**config.mk**
```make
export PLATFORM = sky130hd
export DESIGN_NAME = sssr_ctrl
export DESIGN_NICKNAME = d
export VERILOG_FILES = /design/src/sv/sssr_pkg.sv /design/src/sv/sssr_ctrl.sv
export SDC_FILE = /design/constraint.sdc
export NUM_CORES = 1
export LEC_CHECK = 0
export BUFFER_PORTS_ARGS = -buffer_cell sky130_fd_sc_hd__buf_4
export CAP_MARGIN = 10
export CORE_MARGIN = 2
export CORE_UTILIZATION = 29
export CTS_CLUSTER_SIZE = 28
export DETAILED_ROUTE_END_ITERATION = 8
export PLACE_DENSITY = 0.48
export SYNTH_ARGS = -nofsm -noshare
export SYNTH_HDL_FRONTEND = slang
export SYNTH_SLANG_ARGS = --single-unit
```
**constraint.sdc**
```tcl
create_clock -name clock -period 4.68 [get_ports clock]
set_input_delay 0.234 -clock clock [delete_from_list [all_inputs] [get_ports clock]]
set_output_delay 0.234 -clock clock [all_outputs]
set_load 0.005 [all_outputs]
```
**src/sv/sssr_pkg.sv**
```systemverilog
`timescale 1ns / 1ps

package sssr_pkg;

   localparam int DEF_GRID_COLS = 40;
   localparam int DEF_GRID_ROWS = 32;
   localparam int MAX_COLS      = 40;
   localparam int MAX_ROWS      = 32;

   localparam int MASK_W   = 40;
   localparam int ROW_W    = 5;
   localparam int STATUS_W = 2;
   localparam int CSR_W    = 6;
   localparam int CSR_IDX_W = 1;
   localparam int SIDE_W   = 7;
   localparam int COORD_IN_W = 8;

   // Coordinate and edge-value widths.
   localparam int CW = 11;
   localparam int EW = 24;

   // Iterative divider and square root.
   localparam int DIV_W  = 16;
   localparam int ITER_W = 4;
   localparam logic [ITER_W-1:0] ITER_LAST = ITER_W'(DIV_W - 1);

   localparam logic [STATUS_W-1:0] STATUS_OK      = 2'd0;
   localparam logic [STATUS_W-1:0] STATUS_INVALID = 2'd1;
   localparam logic [STATUS_W-1:0] STATUS_EMPTY   = 2'd2;

   localparam logic [CSR_IDX_W-1:0] CSR_GRID_HEIGHT = 1'd0;
   localparam logic [CSR_IDX_W-1:0] CSR_GRID_WIDTH  = 1'd1;

   typedef enum logic [4:0] {
      OP_NONE,
      OP_LOAD,
      OP_SQA,
      OP_SQB,
      OP_SQC,
      OP_AB,
      OP_N,
      OP_T1,
      OP_NN,
      OP_NX,
      OP_DY,
      OP_DYSQ,
      OP_D,
      OP_DIVX_INIT,
      OP_DIV_STEP,
      OP_X3,
      OP_SQRT_INIT,
      OP_SQRT_STEP,
      OP_DIVY_INIT,
      OP_Y3,
      OP_FULL,
      OP_C1,
      OP_C2A,
      OP_C2B,
      OP_C3A,
      OP_C3B,
      OP_BOX,
      OP_E1,
      OP_E2,
      OP_E3,
      OP_ROW_NEXT,
      OP_ROW_RESTART
   } op_type;

   // Output loads are separate commands so they stay out of the program.
   typedef enum logic [1:0] {
      EMIT_NONE,
      EMIT_ROW,
      EMIT_INVALID,
      EMIT_EMPTY
   } emit_type;

   typedef enum logic [2:0] {
      ST_IDLE,
      ST_CHECK,
      ST_RUN,
      ST_SCAN,
      ST_EMIT,
      ST_INVALID,
      ST_EMPTY
   } state_type;

   typedef struct packed {
      op_type   op;
      emit_type emit;
   } dp_cmd_type;

   typedef struct packed {
      logic invalid;
      logic empty;
      logic row_last;
      logic row_nonzero;
      logic out_free;
   } dp_status_type;

   localparam int PC_W = 5;
   localparam logic [PC_W-1:0] PC_LAST = 5'd28;

   function automatic op_type prog_op(input logic [PC_W-1:0] pc);
      op_type o;
      case (pc)
         5'd0:  o = OP_SQA;
         5'd1:  o = OP_SQB;
         5'd2:  o = OP_SQC;
         5'd3:  o = OP_AB;
         5'd4:  o = OP_N;
         5'd5:  o = OP_T1;
         5'd6:  o = OP_NN;
         5'd7:  o = OP_NX;
         5'd8:  o = OP_DY;
         5'd9:  o = OP_DYSQ;
         5'd10: o = OP_D;
         5'd11: o = OP_DIVX_INIT;
         5'd12: o = OP_DIV_STEP;
         5'd13: o = OP_X3;
         5'd14: o = OP_SQRT_INIT;
         5'd15: o = OP_SQRT_STEP;
         5'd16: o = OP_DIVY_INIT;
         5'd17: o = OP_DIV_STEP;
         5'd18: o = OP_Y3;
         5'd19: o = OP_FULL;
         5'd20: o = OP_C1;
         5'd21: o = OP_C2A;
         5'd22: o = OP_C2B;
         5'd23: o = OP_C3A;
         5'd24: o = OP_C3B;
         5'd25: o = OP_BOX;
         5'd26: o = OP_E1;
         5'd27: o = OP_E2;
         5'd28: o = OP_E3;
         default: o = OP_NONE;
      endcase
      return o;
   endfunction

   function automatic logic [EW-1:0] mag(input logic signed [EW-1:0] v);
      return v[EW-1] ? EW'(-v) : EW'(v);
   endfunction

endpackage

```
**src/sv/sssr_ctrl.sv**
```systemverilog
`timescale 1ns / 1ps

module sssr_ctrl import sssr_pkg::*; (
   input  logic          clock,
   input  logic          reset,
   input  logic          req_valid,
   output logic          req_stall,
   input  dp_status_type status,
   output dp_cmd_type    cmd
);

   state_type         state_ff, state_in;
   logic [PC_W-1:0]   pc_ff, pc_in;
   logic [ITER_W-1:0] it_ff, it_in;
   logic              any_ff, any_in;
   op_type            prog;

   assign prog = prog_op(pc_ff);

   always_ff @(posedge clock) begin
      if (reset) begin
         state_ff <= ST_IDLE;
         pc_ff    <= '0;
         it_ff    <= '0;
         any_ff   <= 1'b0;
      end else begin
         state_ff <= state_in;
         pc_ff    <= pc_in;
         it_ff    <= it_in;
         any_ff   <= any_in;
      end
   end

   always_comb begin
      state_in  = state_ff;
      pc_in     = pc_ff;
      it_in     = it_ff;
      any_in    = any_ff;
      cmd.op    = OP_NONE;
      cmd.emit  = EMIT_NONE;
      req_stall = (state_ff != ST_IDLE);
      case (state_ff)
         ST_IDLE: begin
            if (req_valid) begin
               cmd.op   = OP_LOAD;
               state_in = ST_CHECK;
            end
         end
         ST_CHECK: begin
            if (status.invalid) begin
               state_in = ST_INVALID;
            end else begin
               state_in = ST_RUN;
               pc_in    = '0;
               it_in    = '0;
            end
         end
         ST_RUN: begin
            cmd.op = prog;
            if ((prog == OP_DIV_STEP || prog == OP_SQRT_STEP) && it_ff != ITER_LAST) begin
               it_in = it_ff + 1'b1;
            end else begin
               it_in = '0;
               if (pc_ff == PC_LAST) begin
                  any_in   = 1'b0;
                  state_in = status.empty ? ST_EMPTY : ST_SCAN;
               end else begin
                  pc_in = pc_ff + 1'b1;
               end
            end
         end
         ST_SCAN: begin
            any_in = any_ff || status.row_nonzero;
            if (status.row_last) begin
               if (any_ff || status.row_nonzero) begin
                  cmd.op   = OP_ROW_RESTART;
                  state_in = ST_EMIT;
               end else begin
                  state_in = ST_EMPTY;
               end
            end else begin
               cmd.op = OP_ROW_NEXT;
            end
         end
         ST_EMIT: begin
            if (status.out_free) begin
               cmd.op   = OP_ROW_NEXT;
               cmd.emit = EMIT_ROW;
               if (status.row_last) begin
                  state_in = ST_IDLE;
               end
            end
         end
         ST_INVALID: begin
            if (status.out_free) begin
               cmd.emit = EMIT_INVALID;
               state_in = ST_IDLE;
            end
         end
         ST_EMPTY: begin
            if (status.out_free) begin
               cmd.emit = EMIT_EMPTY;
               state_in = ST_IDLE;
            end
         end
         default: begin
            state_in = ST_IDLE;
         end
      endcase
   end

   // The iteration count only runs while the program sits on a stepping command.
   a_iter_on_step: assert property (@(posedge clock) disable iff (reset)
      (it_ff != '0) |-> (state_ff == ST_RUN && (prog == OP_DIV_STEP || prog == OP_SQRT_STEP)))
      else $error("iteration count outside a stepping command");

endmodule

```
==> summary.log <==
INFO  die            die_extent_in_y=74.7um
INFO  power          p_leak=0.635nW
INFO  detailed_routing drt-total-wl=3450um
INFO  sta            hold-worst-slack=288ps
INFO  sta            timing.setup.tns=0ps
INFO  clock_network  post_cts_repair_setup_buffers=0
INFO  flow_run       max-cap-violations=0
INFO  synth          seq_area_frac_synth=0.249
INFO  worst_setup_path timing.critical_path.cells=nor3b_2, and2_1, a21oi_4, o2bb2ai_2, inv_1, ha_1, a21o_1, a22oi_1
INFO  die            chipWidth=74.7um
INFO  clock_network  clock_latency=250ps
INFO  status         run_status=finished, final reports clean
INFO  sta            final-hold-violation-count=0
INFO  power          peakVddDrop=0.000161V
INFO  final_layout   area_delta_synth_final=13.0%
INFO  worst_setup_path crit_arrival=3210ps
INFO  min_path       timing.hold.worst_path_depth=3
INFO  sta            worst_slew_pin_slew=649ps
INFO  final_layout   layout_common_cells=18 x dfxtp_1, 17 x nor2_1, 16 x nand2_1
INFO  sta            fin_ws=1650ps
INFO  min_path       worstHoldStart=status[1]
INFO  detailed_routing dr_wl_met2=1650um
INFO  clock_network  ctsHoldBuffers=0
INFO  worst_setup_path worst-r2r-cell-count=8
INFO  detailed_routing final_antenna_net_count=0
INFO  grt            grt_max_degree=21
INFO  die            number_of_rows_in_the_core_area=25
INFO  synth          synth.ff_latch_count=18
INFO  final_layout   drive_above_1_share=0.187
INFO  synth          yosysTopAreaCellShare=0.249
INFO  detailed_routing avgViaCountPerCell=5.35
INFO  worst_setup_path reg2reg_from=state_ff[1]
INFO  synth          dominantRegCellSynth=dfxtp_1
INFO  sta            worst_slew_slack_as_a_fraction_of_its_limit=0.565
INFO  worst_setup_path path_buf_inv=1
INFO  die            floorplan.io_pins=16
INFO  synth          synth.avg_cell_area=8.09um2
INFO  sta            setup_violations=0
INFO  clock_network  clk_pin_slew_worst_setup_hold_paths=70ps
INFO  grt            grt_antenna_before_repair=0
INFO  worst_setup_path worst_r2r_endpoint=prog[1]
INFO  synth          synth_enable_flop_cells=0
INFO  sta            final_min_period_over_clock_period=0.647
INFO  clock_network  clock_sink_count=18
INFO  worst_setup_path worstSetupPathType=flop to flop
INFO  placed_design  placement.setup.worst_slack=1650ps
INFO  final_layout   nets=202
INFO  grt            via_count_of_the_first_global_routing_pass=1280
INFO  synth          post_synth_inst_count=179
INFO  power          total_power=0.000574W
INFO  placed_design  port_buffers=15
INFO  die            floorplan.initialDensity=0.303
INFO  sta            grt_setup_unrepaired=no
INFO  die            fp.dieArea=5580um2
INFO  final_layout   antenna_cells_inserted=0
INFO  clock_network  numCtsBuffers=3
INFO  synth          synth_top_cells_by_area=dfxtp_1 25%, a21oi_1 4.8%, nor2_1 4.4%
INFO  worst_setup_path critical_path.max_stage_delay=670ps
INFO  sta            timing_max_transition_violations_final=0
INFO  detailed_routing met3_routed_wl=112um
INFO  clock_network  cts_tree=yes
INFO  synth          yosysWarnings=0
INFO  placed_design  place_hpwl=2650um
INFO  worst_setup_path cp_slowest_cell=dfxtp_1
INFO  worst_setup_path critical_path_peak_fanout=18
INFO  clock_network  cts.repair.resized=0
INFO  clock_network  htree_levels=1
INFO  sta            achievable-frequency=330MHz
INFO  detailed_routing detailedRoute.firstPassIterationCount=4
INFO  synth          post_synthesis_async_set_or_reset_flop_share=0
INFO  worst_setup_path setup.worst_path.start_class=flop
INFO  grt            grt-ovfl-total=0
INFO  detailed_routing detail_route.drc_violations=0
INFO  detailed_routing dr_total_vias=1358
INFO  sta            fin_worst_skew=2.82ps
INFO  clock_network  clk_root_buf=clkbuf_8
INFO  synth          synthDistinctLibCells=53
INFO  grt            grt_use_total=0.137
INFO  detailed_routing top_layer=met4
INFO  detailed_routing avgRoutedWirePerCell=13.6um
INFO  placed_design  gp_congestion=0.798
INFO  sta            period_needed=3030ps
INFO  power          power_per_cell_area=351nW/um2
INFO  synth          yosysTopAreaCell=dfxtp_1
INFO  synth          synth_fp_nets=192
INFO  worst_setup_path r2r_setup_slack=1650ps
INFO  detailed_routing drt-initial-drc-count=61
INFO  synth          syn-cell-area=1450um2
INFO  clock_network  cts-root-to-sink-buffers=2
INFO  worst_setup_path crit_required=4860ps
INFO  min_path       hold-path-endpoint=any_ff
INFO  detailed_routing wl_met1=1650um
INFO  min_path       worstHoldPathType=input port to flop
INFO  worst_setup_path worst_path_dominant_cell_family=simple AND/OR/NAND/NOR gates
INFO  worst_setup_path critical_path.endpoint_type=flop
INFO  die            floorplan.core_area=4790um2
INFO  final_layout   layout.cells.most_common=dfxtp_1
INFO  grt            grt_first_pass_wirelength=5980um
==> how the worst max path moves through the flow <==
stage / startpoint / end / slack [ps] / cells past startpoint
after floorplan: prog[1] / prog[1] / 2420 / 8
after global placement: state_ff[1] / prog[1] / 1800 / 8
after detailed placement: state_ff[1] / prog[1] / 1650 / 8
after CTS: state_ff[1] / prog[1] / 1640 / 8
after global routing: state_ff[1] / prog[3] / 1330 / 9
final: state_ff[1] / prog[1] / 1650 / 8
==> per-stage QoR <==
stage                     std cells  area, um2  utilization
after floorplan                 179       1450            -
after global placement          251       1600        0.334
after detailed placement        251       1600        0.334
after CTS                       254       1640        0.342
after global routing            254       1640        0.342
final                           254       1640        0.342
==> cell usage after synthesis (all sizes together), types with 2 or more instances <==
| master | number |
|---|---|
| mux2i | 2 |
| buf | 5 |
| nand2b | 6 |
| o32a | 2 |
| or3 | 2 |
| nand4b | 4 |
| o21ai | 14 |
| nor4b | 2 |
| nor3b | 2 |
| nand3 | 7 |
| and2 | 3 |
| a211oi | 2 |
| nor3 | 5 |
| xnor2 | 4 |
| o22ai | 2 |
| o32ai | 3 |
| o221ai | 2 |
| nor2 | 17 |
| nand2 | 16 |
| a21oi | 16 |
| clkbuf | 5 |
| and3 | 2 |
| inv | 9 |
| a21o | 8 |
| dfxtp | 18 |
| ha | 5 |
==> power breakdown <==
part | internal (W) | leakage (nW) | switching [W]
logic | 0.000117 | 0.468 | 0.000137
clock network | 0.0000573 | 0.0216 | 0.0000535
registers | 0.000167 | 0.146 | 0.0000429
==> routing by layer <==
metal  vias up  track usage
li1        673            -
met1       655        0.183
met2        25        0.231
met3         5       0.0281
met4         0       0.0278
met5         -            0
==> flip-flops by register name, summed over array words and instances (netlist names) <==
name / cells
pc_ff: 5
prog: 5
it_ff: 4
state_ff: 3
any_ff: 1
==> cells by family (layout without fill, tap and decap cells) <==
logic type / count (synthesis) / count (layout) / synth area share
buffers and inverters: 19 / 27 / 0.0570
AO/OA/AOI/OAI: 60 / 60 / 0.326
XOR/XNOR: 4 / 4 / 0.0242
multiplexers: 3 / 3 / 0.0389
adder cells (fa/ha/maj): 5 / 5 / 0.0432
flip-flops: 18 / 18 / 0.249
AND/OR/NAND/NOR: 70 / 70 / 0.262
==> cell type report <==
class	instances	area [um2]
multi-input combinational	142	1010
sequential	18	360
fill	516	3150
tap	67	83.8
clock buffer	3	41.3
timing repair buffer	15	113
inverter	9	33.8
==> worst reg2reg max path, cell delays in order, from the launching register on <==
cell and delay [ps]:
dfxtp_1 670, nor3b_2 650, and2_1 450, a21oi_4 180
o2bb2ai_2 330, inv_1 110, ha_1 280, a21o_1 160
a22oi_1 120
Power figures use the tool's default switching activity.
